--- src/sv/i2cm_pkg.sv ---
// shared constants and types for the i2c master byte engine
package i2cm_pkg;

    localparam int DIVIDER_WIDTH_DEF = 16;
    localparam int CFG_WIDTH         = 16;
    localparam logic [CFG_WIDTH-1:0] HALF_PERIOD_RESET = 16'd5;

    localparam int OP_WIDTH   = 3;
    localparam int BYTE_WIDTH = 8;
    localparam int CNT_WIDTH  = 4;
    localparam logic [CNT_WIDTH-1:0] BITS_PER_BYTE = 4'd8;

    localparam int IN_TDATA_WIDTH  = 16;
    localparam int OUT_TDATA_WIDTH = 16;

    localparam logic [OP_WIDTH-1:0] OP_NONE  = 3'd0;
    localparam logic [OP_WIDTH-1:0] OP_START = 3'd1;
    localparam logic [OP_WIDTH-1:0] OP_STOP  = 3'd2;
    localparam logic [OP_WIDTH-1:0] OP_WRITE = 3'd3;
    localparam logic [OP_WIDTH-1:0] OP_READ  = 3'd4;

    typedef struct packed {
        logic [BYTE_WIDTH-1:0] rx_byte;
        logic                  nack_error;
        logic                  done_res;
        logic                  busy_res;
        logic                  sda_low;
        logic                  scl_low;
    } t_result;

endpackage

--- src/sv/i2cm_core.sv ---
// bus sequencer state and per-cycle next-state logic
module i2cm_core import i2cm_pkg::*; #(
    parameter int DIVIDER_WIDTH = DIVIDER_WIDTH_DEF
) (
    input  logic                  i_clk,
    input  logic                  i_rst_n,
    input  logic                  i_step,
    input  logic [CFG_WIDTH-1:0]  i_half_period,
    input  logic [OP_WIDTH-1:0]   i_op,
    input  logic [BYTE_WIDTH-1:0] i_tx_byte,
    input  logic                  i_nack_reply,
    input  logic                  i_sda_in,
    output t_result               o_result
);

    typedef enum logic [3:0] {
        PH_IDLE,
        PH_ST_FREE,
        PH_ST_SDA,
        PH_ST_SCL,
        PH_SP_LOW,
        PH_SP_SCL,
        PH_SP_SDA,
        PH_WB_LOW,
        PH_WB_HIGH,
        PH_WA_LOW,
        PH_WA_HIGH,
        PH_RB_LOW,
        PH_RB_HIGH,
        PH_RA_LOW,
        PH_RA_HIGH
    } t_phase;

    localparam logic [DIVIDER_WIDTH-1:0] DIV_ONE = DIVIDER_WIDTH'(1);

    t_phase                   r_phase, n_phase, enter_phase;
    logic [CNT_WIDTH-1:0]     r_bit_cnt, n_bit_cnt;
    logic [BYTE_WIDTH-1:0]    r_shift, n_shift;
    logic [DIVIDER_WIDTH-1:0] r_div_cnt, n_div_cnt;
    logic [OP_WIDTH-1:0]      r_active_op, n_active_op;
    logic                     r_nack_pend, n_nack_pend;
    logic                     r_scl, n_scl;
    logic                     r_sda, n_sda;
    logic [BYTE_WIDTH-1:0]    r_rx, n_rx;

    logic [DIVIDER_WIDTH-1:0] hp_raw, hp, cnt_inc;
    logic                     do_enter, done, err;

    assign hp_raw  = DIVIDER_WIDTH'(i_half_period);
    assign hp      = (hp_raw == '0) ? DIV_ONE : hp_raw;
    assign cnt_inc = r_div_cnt + DIV_ONE;

    always_comb begin
        n_phase     = r_phase;
        n_bit_cnt   = r_bit_cnt;
        n_shift     = r_shift;
        n_div_cnt   = r_div_cnt;
        n_active_op = r_active_op;
        n_nack_pend = r_nack_pend;
        n_scl       = r_scl;
        n_sda       = r_sda;
        n_rx        = r_rx;
        enter_phase = r_phase;
        do_enter    = 1'b0;
        done        = 1'b0;
        err         = 1'b0;

        if (i_step) begin
            if (r_phase == PH_IDLE) begin
                if (i_op == OP_START || i_op == OP_STOP ||
                    i_op == OP_WRITE || i_op == OP_READ) begin
                    n_active_op = i_op;
                    n_bit_cnt   = '0;
                    do_enter    = 1'b1;
                    case (i_op)
                        OP_START: enter_phase = PH_ST_FREE;
                        OP_STOP:  enter_phase = PH_SP_LOW;
                        OP_WRITE: begin
                            n_shift     = i_tx_byte;
                            n_nack_pend = 1'b0;
                            enter_phase = PH_WB_LOW;
                        end
                        default: begin
                            n_shift     = '0;
                            n_nack_pend = i_nack_reply;
                            enter_phase = PH_RB_LOW;
                        end
                    endcase
                end
            end else if (cnt_inc >= hp || cnt_inc == '0) begin
                n_div_cnt = '0;
                case (r_phase)
                    PH_ST_FREE: begin do_enter = 1'b1; enter_phase = PH_ST_SDA; end
                    PH_ST_SDA:  begin do_enter = 1'b1; enter_phase = PH_ST_SCL; end
                    PH_SP_LOW:  begin do_enter = 1'b1; enter_phase = PH_SP_SCL; end
                    PH_SP_SCL:  begin do_enter = 1'b1; enter_phase = PH_SP_SDA; end
                    PH_WB_LOW:  begin do_enter = 1'b1; enter_phase = PH_WB_HIGH; end
                    PH_WA_LOW:  begin do_enter = 1'b1; enter_phase = PH_WA_HIGH; end
                    PH_RB_LOW:  begin do_enter = 1'b1; enter_phase = PH_RB_HIGH; end
                    PH_RA_LOW:  begin do_enter = 1'b1; enter_phase = PH_RA_HIGH; end
                    PH_WB_HIGH: begin
                        n_shift     = {r_shift[BYTE_WIDTH-2:0], 1'b0};
                        n_bit_cnt   = r_bit_cnt + 4'd1;
                        do_enter    = 1'b1;
                        enter_phase = (n_bit_cnt >= BITS_PER_BYTE) ? PH_WA_LOW : PH_WB_LOW;
                    end
                    PH_RB_HIGH: begin
                        n_shift     = {r_shift[BYTE_WIDTH-2:0], i_sda_in};
                        n_bit_cnt   = r_bit_cnt + 4'd1;
                        do_enter    = 1'b1;
                        enter_phase = (n_bit_cnt >= BITS_PER_BYTE) ? PH_RA_LOW : PH_RB_LOW;
                    end
                    PH_WA_HIGH: begin
                        n_nack_pend = i_sda_in;
                        n_scl       = 1'b1;
                        done        = 1'b1;
                    end
                    PH_RA_HIGH: begin
                        n_rx  = r_shift;
                        n_scl = 1'b1;
                        done  = 1'b1;
                    end
                    default: done = 1'b1;
                endcase
                if (done) begin
                    n_phase = PH_IDLE;
                    err     = (r_active_op == OP_WRITE) && n_nack_pend;
                end
            end else begin
                n_div_cnt = cnt_inc;
            end
        end

        if (do_enter) begin
            n_phase   = enter_phase;
            n_div_cnt = '0;
            case (enter_phase)
                PH_ST_FREE: begin n_scl = 1'b0; n_sda = 1'b0; end
                PH_ST_SDA:  begin n_scl = 1'b0; n_sda = 1'b1; end
                PH_ST_SCL:  begin n_scl = 1'b1; n_sda = 1'b1; end
                PH_SP_LOW:  begin n_scl = 1'b1; n_sda = 1'b1; end
                PH_SP_SCL:  begin n_scl = 1'b0; n_sda = 1'b1; end
                PH_SP_SDA:  begin n_scl = 1'b0; n_sda = 1'b0; end
                PH_WB_LOW:  begin n_scl = 1'b1; n_sda = ~n_shift[BYTE_WIDTH-1]; end
                PH_WA_LOW:  begin n_scl = 1'b1; n_sda = 1'b0; end
                PH_RB_LOW:  begin n_scl = 1'b1; n_sda = 1'b0; end
                PH_RA_LOW:  begin n_scl = 1'b1; n_sda = ~n_nack_pend; end
                default:    n_scl = 1'b0;
            endcase
        end
    end

    always_ff @(posedge i_clk) begin
        if (!i_rst_n) begin
            r_phase     <= PH_IDLE;
            r_bit_cnt   <= '0;
            r_shift     <= '0;
            r_div_cnt   <= '0;
            r_active_op <= OP_NONE;
            r_nack_pend <= 1'b0;
            r_scl       <= 1'b0;
            r_sda       <= 1'b0;
            r_rx        <= '0;
        end else begin
            r_phase     <= n_phase;
            r_bit_cnt   <= n_bit_cnt;
            r_shift     <= n_shift;
            r_div_cnt   <= n_div_cnt;
            r_active_op <= n_active_op;
            r_nack_pend <= n_nack_pend;
            r_scl       <= n_scl;
            r_sda       <= n_sda;
            r_rx        <= n_rx;
        end
    end

    always_comb begin
        o_result.scl_low    = n_scl;
        o_result.sda_low    = n_sda;
        o_result.busy_res   = (n_phase != PH_IDLE);
        o_result.done_res   = done;
        o_result.nack_error = err;
        o_result.rx_byte    = n_rx;
    end

endmodule

--- src/sv/i2cm_out_reg.sv ---
// result register with stream handshake toward the consumer
module i2cm_out_reg import i2cm_pkg::*; (
    input  logic    i_clk,
    input  logic    i_rst_n,
    input  logic    i_load,
    input  t_result i_result,
    input  logic    i_m_tready,
    output logic    o_ready,
    output logic    o_m_tvalid,
    output t_result o_result
);

    logic    r_valid, n_valid;
    t_result r_result;

    assign o_ready = !r_valid || i_m_tready;

    always_comb begin
        n_valid = r_valid;
        if (i_load) begin
            n_valid = 1'b1;
        end else if (i_m_tready) begin
            n_valid = 1'b0;
        end
    end

    always_ff @(posedge i_clk) begin
        if (!i_rst_n) begin
            r_valid <= 1'b0;
        end else begin
            r_valid <= n_valid;
        end
        if (i_load) begin
            r_result <= i_result;
        end
    end

    assign o_m_tvalid = r_valid;
    assign o_result   = r_result;

endmodule

--- src/sv/i2c_master_byte_engine.sv ---
// i2c master byte engine top level: config register, sequencer, result register
// a result beat is registered and appears in the cycle after its input beat is accepted
// throughput: one beat per cycle unless the input side stalls, as the sequencer updates on every accepted beat
// the input side stalls only while a result beat waits and the consumer holds tready low
// reset: synchronous active low, bus released, sequencer idle, half period back to 5
module i2c_master_byte_engine import i2cm_pkg::*; #(
    parameter int DIVIDER_WIDTH = DIVIDER_WIDTH_DEF
) (
    input  logic                       i_clk,
    input  logic                       i_rst_n,
    input  logic                       i_s_tvalid,
    output logic                       o_s_tready,
    // op[2:0], tx_byte[10:3], nack_reply[11], sda_in[12], zero pad [15:13]
    input  logic [IN_TDATA_WIDTH-1:0]  i_s_tdata,
    output logic                       o_m_tvalid,
    input  logic                       i_m_tready,
    // scl_low[0], sda_low[1], busy_res[2], done_res[3], nack_error[4], rx_byte[12:5],
    // zero pad [15:13]
    output logic [OUT_TDATA_WIDTH-1:0] o_m_tdata,
    input  logic                       i_cfg_valid,
    output logic                       o_cfg_ready,
    input  logic [CFG_WIDTH-1:0]       i_cfg_data
);

    logic [CFG_WIDTH-1:0] r_half_period;
    logic                 step;
    t_result              core_res, out_res;

    assign o_cfg_ready = 1'b1;

    always_ff @(posedge i_clk) begin
        if (!i_rst_n) begin
            r_half_period <= HALF_PERIOD_RESET;
        end else if (i_cfg_valid) begin
            r_half_period <= i_cfg_data;
        end
    end

    assign step = i_s_tvalid && o_s_tready;

    i2cm_core #(
        .DIVIDER_WIDTH(DIVIDER_WIDTH)
    ) u_core (
        .i_clk         (i_clk),
        .i_rst_n       (i_rst_n),
        .i_step        (step),
        .i_half_period (r_half_period),
        .i_op          (i_s_tdata[2:0]),
        .i_tx_byte     (i_s_tdata[10:3]),
        .i_nack_reply  (i_s_tdata[11]),
        .i_sda_in      (i_s_tdata[12]),
        .o_result      (core_res)
    );

    i2cm_out_reg u_out (
        .i_clk      (i_clk),
        .i_rst_n    (i_rst_n),
        .i_load     (step),
        .i_result   (core_res),
        .i_m_tready (i_m_tready),
        .o_ready    (o_s_tready),
        .o_m_tvalid (o_m_tvalid),
        .o_result   (out_res)
    );

    assign o_m_tdata = {3'b000, out_res};

endmodule

--- config.mk ---
export PLATFORM = sky130hd
export DESIGN_NAME = i2c_master_byte_engine
export DESIGN_NICKNAME = d
export VERILOG_FILES = /design/src/sv/i2cm_pkg.sv /design/src/sv/i2cm_core.sv /design/src/sv/i2cm_out_reg.sv /design/src/sv/i2c_master_byte_engine.sv
export SDC_FILE = /design/constraint.sdc
export NUM_CORES = 1
export LEC_CHECK = 0
export BUFFER_PORTS_ARGS = -buffer_cell sky130_fd_sc_hd__buf_2
export CORE_AREA = 5 5 94 96
export CTS_CLUSTER_SIZE = 14
export DETAILED_ROUTE_END_ITERATION = 8
export DIE_AREA = 0 0 99 101
export PLACE_DENSITY = 0.78
export SKIP_CTS_REPAIR_TIMING = 1
export SLEW_MARGIN = 30
export SYNTH_ARGS = -nofsm -noshare
export SYNTH_HDL_FRONTEND = slang
export SYNTH_SLANG_ARGS = --single-unit
--- constraint.sdc ---
create_clock -name i_clk -period 5.45 [get_ports i_clk]
set_clock_uncertainty 0.2 [all_clocks]
set_input_delay 1.09 -clock i_clk [delete_from_list [all_inputs] [get_ports i_clk]]
set_output_delay 1.09 -clock i_clk [all_outputs]
set_load 0.01 [all_outputs]
* After elaboration in Yosys (flattened, before gate mapping)
Cells that the tools add are included.
** Storage, ports and cells
- Input bits :: 37
- Register bits :: 76
- Output and inout port bits :: 19
- Word-level logic and storage cells :: 144
** Cells by class
- Add/subtract/negate cells :: 2
- Muxes and demuxes :: 57
- Equal/unequal tests :: 29
- Reduce and logical (&&, ||, !) cells :: 30
- Order comparisons :: 2
- Bitwise operators :: 6
** Operators with widths (count)
- $mux 8 :: 8
- $mux 4 :: 14
- $eq 4x4->1 const B :: 10
- $pmux 4 s10 :: 1
- $logic_not 16->1 :: 2
- $mux 16 :: 2
- $pmux 8 s2 :: 2
- $eq 4x3->1 const B :: 7
- $mux 1 :: 26
- $add 16x1->16 const B :: 1
- $ge 16x16->1 :: 1
- $eq 4x2->1 const B :: 3
- $pmux 4 s3 :: 1
- $reduce_or 10->1 :: 1
- $reduce_or 2->1 :: 5
- $eq 3x2->1 const B :: 3
- $eq 4x1->1 const B :: 2
- $reduce_or 4->1 :: 2
- $not 1->1 :: 6
- $reduce_bool 2->1 :: 3
- $reduce_or 6->1 :: 1
- $logic_or 1x1->1 :: 5
- $reduce_and 5->1 :: 1
- $add 4x1->4 const B :: 1
- 16 further kinds :: 18

* Logic depth before layout (Yosys ltp)
Gate-level depths: netlist of the first run.
- Word-level depth :: 13
- Gate-level depth with buffers :: 19
- Gate-level depth less buffers :: 16

* By module
Synthesis of the first run repeated with hierarchy kept, for this count alone.
** Second synthesis, totals
- Cell total of the unflattened synthesis :: 530
- Area total of the unflattened synthesis :: 4545.6 µm²
** Modules (own cells, without submodules)
- i2cm_core :: times used 1, sequential area each 920.9 µm², cells an instance 455, area an instance 3452.1 µm²
- i2c_master_byte_engine :: times used 1, sequential area each 320.3 µm², cells an instance 58, area an instance 654.4 µm²
- i2cm_out_reg :: times used 1, sequential area each 410.4 µm², cells an instance 17, area an instance 439.2 µm²

* Worst setup path before layout of the first run
No wires, ideal clock.
- Kind :: flip-flop to flip-flop
- Start point :: reg u_core.r_div_cnt[0]
- End point :: reg u_out.r_result (netlist bit u_out.o_result[1]) (data pin)
- Stages on the path, launching flop included :: 17
- Data arrival time :: 3.483 ns
- Path slack :: 1.507 ns
- Library setup time :: 0.259 ns
- Required time :: 4.991 ns
- Clock period less this slack :: 3.943 ns
- Cells stage by stage :: dfxtp_1 -> ha_1 -> nand3_1 -> nor2_1 -> nand2_1 -> xnor2_1 -> ha_1 -> nand2_1 -> o21a_1 -> a21oi_1 -> o21ai_0 -> o211a_4 -> a2111o_1 -> a31o_1 -> a221o_1 -> a21oi_1 -> nor2_1
** RTL lines
- from (decl) :: RTL line i2cm_core.sv:39 : logic [DIVIDER_WIDTH-1:0] r_div_cnt, n_div_cnt;
- from (signal assigned) :: RTL line i2cm_core.sv:168 : r_div_cnt <= n_div_cnt;
- to (signal assigned) :: RTL line i2cm_out_reg.sv:34 : r_result <= i_result;
- to (decl) :: RTL line i2cm_out_reg.sv:14 : t_result r_result;

==> summary.txt, run 1 <==
Run status
  • Status: completed

Routing
  • Routed len/inst: 15.6 µm
  • Iter 0 DRT Violations: 290
  • Routed vias: 3972
  • DRT Pass-1 Iters: 5
  • Total routed wirelength: 10400 µm
  • Final ANT Viol Nets: 0
  • DRC viols: 0
  • Routed vias/inst: 5.95

Synthesis
  • Top cell type's share of synthesized area: 28.3%
  • Mapped Cells: 529
  • Top_reg_cell synth: dfxtp_1
  • Largest area contributor in the netlist: dfxtp_1
  • Sequential-to-total area share from yosys stat: 37.1%
  • Synth Cell Area: 0.00446 mm²
  • Post-synth ARST share: 0%
  • Synth cell count leaders: 72 x nor2_1, 63 x dfxtp_1, 40 x nand2_1
  • Number of synthesized flops with an enable pin: 13
  • Synth Register Bits: 76
  • Library cells used by synthesis: 66
  • Mapped Avg Cell Area: 8.42 µm²
  • Most frequent cell after synthesis: nor2_1
  • Yosys warns: 0
  • Main area contributors after synthesis: dfxtp_1 28%, edfxtp_1 8.8%, nor2_1 6.1%

Clock tree
  • Num CTS Buffers: 9
  • Clock edge transition at the registers on the reported setup and hold paths: 0.09 ns
  • Clk sinks: 76
  • CTS tree: built
  • H-tree levels: 3
  • Clk_lat worst skew: 0.35 ns
  • Clock Path Buffers: 2
  • CTS Root Cell: clkbuf_8

Timing
  • # setup viols final: 0
  • Slew headroom: 34.8%
  • RSZ-0062 raised after global routing: false
  • Final period util: 87.8%
  • Worst Hold Slack: 0.269 ns
  • Endpoints failing hold: 0
  • Worst-margin pin slew: 0.974 ns
  • Slew Viols, Final: 0
  • Peak Freq: 209 MHz
  • Min cycle time layout: 4.78 ns
  • Setup WS post-layout: 0.666 ns
  • Setup TNS: 0 ns

GRT
  • Vias in the first global route: 3669
  • Total GRT Usage: 21.2%
  • GRT busiest layer: met2
  • Grt total ovfl: 0
  • M3 GR Usage: 4.71%
  • M2 GR Usage: 33.0%
  • Pin count of the biggest net entering global routing: 37
  • Initial antenna violation count: 0
  • Met1 global-route usage: 28.7%
  • First-pass GRT wire length: 17300 µm

Finish
  • Fillers: 692
  • # diodes: 0
  • Share of cells above drive strength 1: 16.2%
  • Nets: 613
  • Count of non-filler cells in the finished layout: 668
  • Area growth syn-to-layout: 10.1%

Setup path
  • Setup crit end kind: flip-flop
  • Cell Chain, Critical Path: ha_1 > nand3_1 > nor4_1 > xor2_1 > ha_1 > a21o_1 > a21oi_1 > nor2b_1 > nor2_1 > o211ai_1 > a211o_1 > a31o_1 > a221o_1 > a21oi_1 > nor2_1
  • Critical Path AT: 4.68 ns
  • Crit-path max cell delay: 0.57 ns
  • Critical path fanouts, max: 8
  • Top delay family on crit path: compound AO/OA/AOI/OAI gates
  • Critical Setup Path Class: reg -> reg
  • CP Launch Type: flip-flop
  • CP Buf/Inv Count: 0
  • WP data required: 5.35 ns
  • Cell at the slowest stage of the critical path: nor4_1

Power
  • VDD IR max: 0.175 mV
  • PwrDens: 247 mW/mm²
  • Leak: 2.04 nW

Placement
  • Final HPWL DP: 7620 µm
  • GPL Wtd Cong: 0.913
  • Port bufs: 48
  • Placed cells: 652
  • Pre-CTS WS: 0.792 ns

Floorplanning
  • Die area: 0.0100 mm²
  • Initial Util: 55.9%
  • Die Width: 99 µm
  • # IOs: 56
  • Row count: 33
  • Core area: 0.00797 mm²
  • Die Span Y: 101 µm

Job
  • Max-cap violations: 0

Min path
  • Worst Hold Class: reg -> reg
==> routing by layer <==
metal | routed length [µm] | vias up
met5 | 0 | -
met2 | 4770 | 163
li1 | - | 1937
met1 | 4690 | 1845
met4 | 237 | 0
met3 | 737 | 27
==> where the power goes <==
group          switching [mW]  leakage [nW]  internal [mW]  total (mW)
Combinational           0.101          1.30         0.0648       0.165
Sequential             0.0176         0.644          0.594       0.612
Clock                   0.233        0.0970          0.201       0.434
Total                   0.352          2.04          0.860        1.21
==> cell usage in the layout (no fill, tap or decap), types with 5 or more instances in the layout <==
| cell | n |
|---|---|
| clkbuf_8 | 9 |
| mux2_2 | 12 |
| and3_1 | 6 |
| and2_1 | 12 |
| mux2i_1 | 19 |
| nor3_1 | 12 |
| nand3_1 | 8 |
| o211ai_1 | 5 |
| dfxtp_1 | 63 |
| ha_1 | 18 |
| inv_1 | 29 |
| nor4_1 | 8 |
| nand2_1 | 40 |
| xnor2_1 | 13 |
| nor2_1 | 72 |
| edfxtp_1 | 13 |
| o21ai_0 | 20 |
| a21oi_1 | 33 |
| nand4_1 | 7 |
| buf_2 | 48 |
| a22oi_1 | 14 |
| xor2_1 | 10 |
| a32oi_1 | 5 |
| a211oi_1 | 9 |
==> cells by family (layout without fill, tap and decap cells) <==
family                   after synthesis  after routing  synth area share [%]
buffers and inverters                 66             98                  6.21
multiplexers                          31             31                  7.30
XOR/XNOR                              23             23                  4.52
adder cells (fa/ha/maj)               18             18                  5.05
other                                  2              4                 0.169
AO/OA/AOI/OAI                        122            122                  18.6
flip-flops                            76             76                  37.1
AND/OR/NAND/NOR                      191            191                  21.1
==> worst register-to-register path: cells and delay by family (launching register included) <==
kind                       cells  cell delay (ns)
xor gates and xnor gates       1             0.20
AOI/OAI and AO/OA              7             1.96
and+or+nand+nor                5             1.11
DFF                            1             0.50
adders and majority gates      2             0.56
==> final timing paths <==
path / start / endpoint / slack (ns) / depth (start not counted)
worst max-delay path: u_core.r_div_cnt[0] / u_out.o_result[1] / 0.67 / 15
worst min-delay path: u_core.r_active_op[2] / u_core.r_active_op[2] / 0.27 / 2
worst max register to register: u_core.r_div_cnt[0] / u_out.o_result[1] / 0.67 / 15
worst min register to register: u_core.r_active_op[2] / u_core.r_active_op[2] / 0.27 / 2
==> sequential cells by signal, summed over array words and instances (netlist names), 3 cells and up <==
| signal | count |
|---|---|
| r_half_period | 16 |
| u_core.r_div_cnt | 16 |
| u_out.o_result | 13 |
| u_core.r_rx | 8 |
| u_core.r_shift | 8 |
| u_core.r_bit_cnt | 4 |
| u_core.r_phase | 4 |
| u_core.r_active_op | 3 |
==> area by class of cell <==
type | count | area, µm² | share of cell area (%)
Clock inverter | 6 | 52.6 | 1.07
Multi-Input combinational cell | 389 | 2530 | 51.7
Sequential cell | 76 | 1650 | 33.7
Tap cell | 105 | 131 | 2.68
Timing Repair Buffer | 52 | 270 | 5.51
Clock buffer | 10 | 149 | 3.04
Inverter | 30 | 114 | 2.32
==> metrics by stage <==
step	total power [mW]	utilization (%)	area, µm²
finish	1.21	61.5	4900
global placement	0.781	59.0	4700
floorplan	0.738	-	4460
CTS	1.22	61.5	4900
detailed placement	0.787	59.0	4700
global route	1.27	61.5	4900
(Power assumes the default switching activity.)
==> run 2: changes to the inputs <==
--- a/config.mk
+++ b/config.mk
@@ -5,12 +5,13 @@
 export SDC_FILE = /design/constraint.sdc
 export NUM_CORES = 1
 export LEC_CHECK = 0
+export ABC_AREA = 1
 export BUFFER_PORTS_ARGS = -buffer_cell sky130_fd_sc_hd__buf_2
-export CORE_AREA = 5 5 94 96
+export CORE_AREA = 5 5 95 97
 export CTS_CLUSTER_SIZE = 14
 export DETAILED_ROUTE_END_ITERATION = 8
-export DIE_AREA = 0 0 99 101
-export PLACE_DENSITY = 0.78
+export DIE_AREA = 0 0 100 102
+export PLACE_DENSITY = 0.79
 export SKIP_CTS_REPAIR_TIMING = 1
 export SLEW_MARGIN = 30
 export SYNTH_ARGS = -nofsm -noshare
==> constraint.sdc (replaced) <==
create_clock -name i_clk -period 4.9 [get_ports i_clk]
set_clock_uncertainty 0.2 [all_clocks]
set_input_delay 0.98 -clock i_clk [delete_from_list [all_inputs] [get_ports i_clk]]
set_output_delay 0.98 -clock i_clk [all_outputs]
set_load 0.01 [all_outputs]
==> run 2 against run 1 <==
Compared with the run above:
- first-iteration DRC count decreased by 37%
- combinational power is 29% higher
- sequential share of layout area shrank 1.3 points
- sequential power grew 11%
- synthesized cell count increased by 22%
- utilization increased by 1.8 points
- count of clock-buffer cells in the layout unchanged
- total power is 21% higher
- non-clock buffer count shrank 2
- cell count is 19% higher
- critical path type unchanged
- largest cell class unchanged
==> summary.txt, run 2 <==
Synthesis
  • Number of synthesized flops with an enable pin: 13 (unchanged)
  • Synth cell count leaders: 120 x nand2_1, 89 x inv_1, 63 x a21oi_1, 63 x dfxtp_1, 58 x nor2_1
  • Largest family of logic cells by synthesized area: simple AND/OR/NAND/NOR gates
  • Post-synthesis adder-cell area fraction: 4.90% (-0.15 points)
  • Top_reg_cell synth: dfxtp_1
  • Top cell type's share of synthesized area: 27.4% (-0.86 points)
  • Yosys warns: 0 (unchanged)
  • Mapped Cells: 648 (+22%)
  • Most frequent cell after synthesis: nand2_1
  • Main area contributors after synthesis: dfxtp_1 27%, nand2_1 9.8%, edfxtp_1 8.5%
  • Sequential-to-total area share from yosys stat: 35.9% (-1.1 points)
  • Post-synth ARST share: 0% (unchanged)
  • Xor/xnor cell area share of the yosys netlist: 0.572% (-3.9 points)
  • Simple-gate share of the synthesized area: 29.2% (+8.1 points)
  • Synth Cell Area: 0.00460 mm² (+3.1%)
  • Synth Register Bits: 76 (unchanged)
  • Largest area contributor in the netlist: dfxtp_1
  • Mux cell area share after synthesis: 0% (-7.3 points)
  • Compound-Gate Fraction of Synth Area: 17.6% (-0.92 points)
  • Mapped Avg Cell Area: 7.09 µm² (-16%)
  • Library cells used by synthesis: 48 (-27%)

Timing
  • Peak Freq: 220 MHz (+5.1%)
  • Worst-margin pin slew: 0.886 ns (-0.0881 ns)
  • Endpoints failing hold: 0 (unchanged)
  • Slew headroom: 40.5% (+5.7 points)
  • Min cycle time layout: 4.55 ns (-0.234 ns)
  • Setup WS post-layout: 0.350 ns (-0.316 ns)
  • Final period util: 92.9% (+5.1 points)
  • Slew Viols, Final: 0 (unchanged)
  • Setup TNS: 0 ns (unchanged)
  • RSZ-0062 raised after global routing: false
  • # setup viols final: 0 (unchanged)

Routing
  • Routed vias: 4350 (+9.5%)
  • DRT Pass-1 Iters: 5 (unchanged)
  • Total routed wirelength: 11000 µm (+5.6%)
  • Routed vias/inst: 5.46 (-8.2%)
  • Final ANT Viol Nets: 0 (unchanged)
  • Routed len/inst: 13.8 µm (-12%)
  • Iter 0 DRT Violations: 182 (-37%)
  • DRC viols: 0 (unchanged)

GRT
  • Total GRT Usage: 22.3% (+1.1 points)
  • Grt total ovfl: 0 (unchanged)
  • Pin count of the biggest net entering global routing: 29 (-22%)
  • Vias in the first global route: 4231 (+15%)
  • First-pass GRT wire length: 18500 µm (+7.5%)
  • Initial antenna violation count: 0 (unchanged)

Clock tree
  • Clock edge transition at the registers on the reported setup and hold paths: 0.09 ns (about the same)
  • Clk_lat worst skew: 0.35 ns (about the same)
  • Clk sinks: 76 (unchanged)
  • CTS Root Cell: clkbuf_8
  • Num CTS Buffers: 9 (unchanged)
  • Clock Path Buffers: 2 (unchanged)
  • H-tree levels: 3 (unchanged)
  • CTS tree: built

Floorplanning
  • Die Width: 100 µm (+1.0%)
  • Die Span Y: 102 µm (+0.99%)
  • Die area: 0.0102 mm² (+2.0%)
  • Row count: 33 (unchanged)
  • # IOs: 56 (unchanged)
  • Core area: 0.00805 mm² (+1.0%)
  • Initial Util: 57.1% (+1.2 points)

Setup path
  • Crit-path max cell delay: 0.51 ns (-0.06 ns)
  • Setup crit end kind: flip-flop
  • WP data required: 4.92 ns (-0.43 ns)
  • Cell at the slowest stage of the critical path: nor3_2
  • Critical Path AT: 4.57 ns (-0.11 ns)
  • Critical Setup Path Class: reg -> reg
  • Cell Chain, Critical Path: ha_1 > nand3_2 > nor2_4 > nand3_2 > xor2_1 > ha_1 > nand4_1 > inv_1 > a21o_1 > nor3_2 > nand2_4 > inv_2 > nand2_1 > nand2_1 > inv_1 > o21ai_1 > a21oi_1 > a21oi_1 > nor2_1
  • CP Launch Type: flip-flop
  • Critical path fanouts, max: 14 (+6)

Finish
  • Area growth syn-to-layout: 10.9%
  • Nets: 742 (+21%)
  • Most frequent cells in the layout: 120 x nand2_1, 89 x inv_1, 63 x a21oi_1, 63 x dfxtp_1, 58 x nor2_1
  • Multi-input gate area: 0.00242 mm² (-4.5%)
  • Storage element area: 0.00165 mm² (unchanged)
  • Share of cells above drive strength 1: 17.6% (+1.5 points)
  • Final Core Density: 63.3% (+1.8 points)
  • # diodes: 0 (unchanged)
  • Commonest non-fill, non-tap cell in the layout: nand2_1
  • Count of non-filler cells in the finished layout: 797 (+19%)
  • Fillers: 738 (+6.6%)

Min path
  • Worst Hold Class: reg -> reg

Placement
  • GPL Wtd Cong: 0.886 (-3.0%)
  • Placed cells: 781 (+20%)
  • Port bufs: 48 (unchanged)
  • Pre-CTS WS: 0.424 ns (-0.368 ns)
  • Final HPWL DP: 8170 µm (+7.2%)

Job
  • Max-cap violations: 0 (unchanged)

Power
  • PwrDens: 288 mW/mm² (+17%)
  • VDD IR max: 0.163 mV (-7.1%)
  • Leak: 2.29 nW (+12%)

Run status
  • Status: completed
-- run 2: cell count changes in the layout (fill, tap and decap cells not counted), moves of 14 or more --
cell / change
a21oi_1: +30
a22oi_1: -14
inv_1: +60
mux2i_1: -19
nand2_1: +80
nand2_2: +15
nand3_1: +27
nor2_1: -14
o21ai_0: +19
-- run 2: worst max-delay path: cells and delay by family (launching register included) --
| family | cells | cell delay, ns |
|---|---|---|
| fa+ha+maj | 2 | 0.56 |
| flops | 1 | 0.39 |
| xor+xnor | 1 | 0.37 |
| compound gates | 4 | 0.88 |
| simple gates | 9 | 1.59 |
| buf+inv | 3 | 0.42 |
-- run 2: per-layer routing --
| layer | routed length, µm | part of all wire [%] | GRT usage [%] |
|---|---|---|---|
| met2 | 5510 | 50 | 38.9 |
| met1 | 4550 | 41 | 26.5 |
| met4 | 291 | 2.6 | 9.12 |
| met5 | 0 | 0 | 0 |
| met3 | 674 | 6.1 | 5.19 |
-- run 2: power by group --
| group | switching, mW | leakage, nW | internal (mW) | total (mW) |
|---|---|---|---|---|
| Clock | 0.237 | 0.121 | 0.340 | 0.577 |
| Sequential | 0.0138 | 0.645 | 0.664 | 0.678 |
| Combinational | 0.145 | 1.52 | 0.0683 | 0.213 |
| Total | 0.396 | 2.29 | 1.07 | 1.47 |
-- run 2: cell families (layout without fill, tap and decap cells) --
group / after synthesis / after routing
compound gates: 143 / 143
xor+xnor: 3 / 3
flops: 76 / 76
fa+ha+maj: 18 / 18
other cells: 2 / 4
simple gates: 280 / 280
buf+inv: 126 / 168
-- run 2: metrics by stage --
stage | hold slack (ns) | power, mW | area [µm²]
finish | 0.273 | 1.47 | 5100
global route | 0.292 | 1.54 | 5100
CTS | 0.276 | 1.48 | 5100
detailed placement | 0.261 | 0.903 | 4860
global placement | 0.245 | 0.896 | 4860
floorplan | 0.229 | 0.843 | 4600
-- run 2: final cells by class --
cell class                      instances  area share, %
Clock buffer                           10           2.50
Clock inverter                          6           2.21
Inverter                              102           7.78
Multi-Input combinational cell        448           47.5
Sequential cell                        76           32.4
Tap cell                              105           2.58
Timing Repair Buffer                   50           5.01
-- run 2: final timing paths --
check | start | end | slack (ns) | depth (start not counted)
worst min register to register | u_core.r_active_op[0] | u_core.r_active_op[0] | 0.27 | 2
worst min-delay path | u_core.r_active_op[0] | u_core.r_active_op[0] | 0.27 | 2
worst max register to register | u_core.r_div_cnt[0] | u_core.r_shift[5] | 0.35 | 19
worst max-delay path | u_core.r_div_cnt[0] | u_core.r_shift[5] | 0.35 | 19
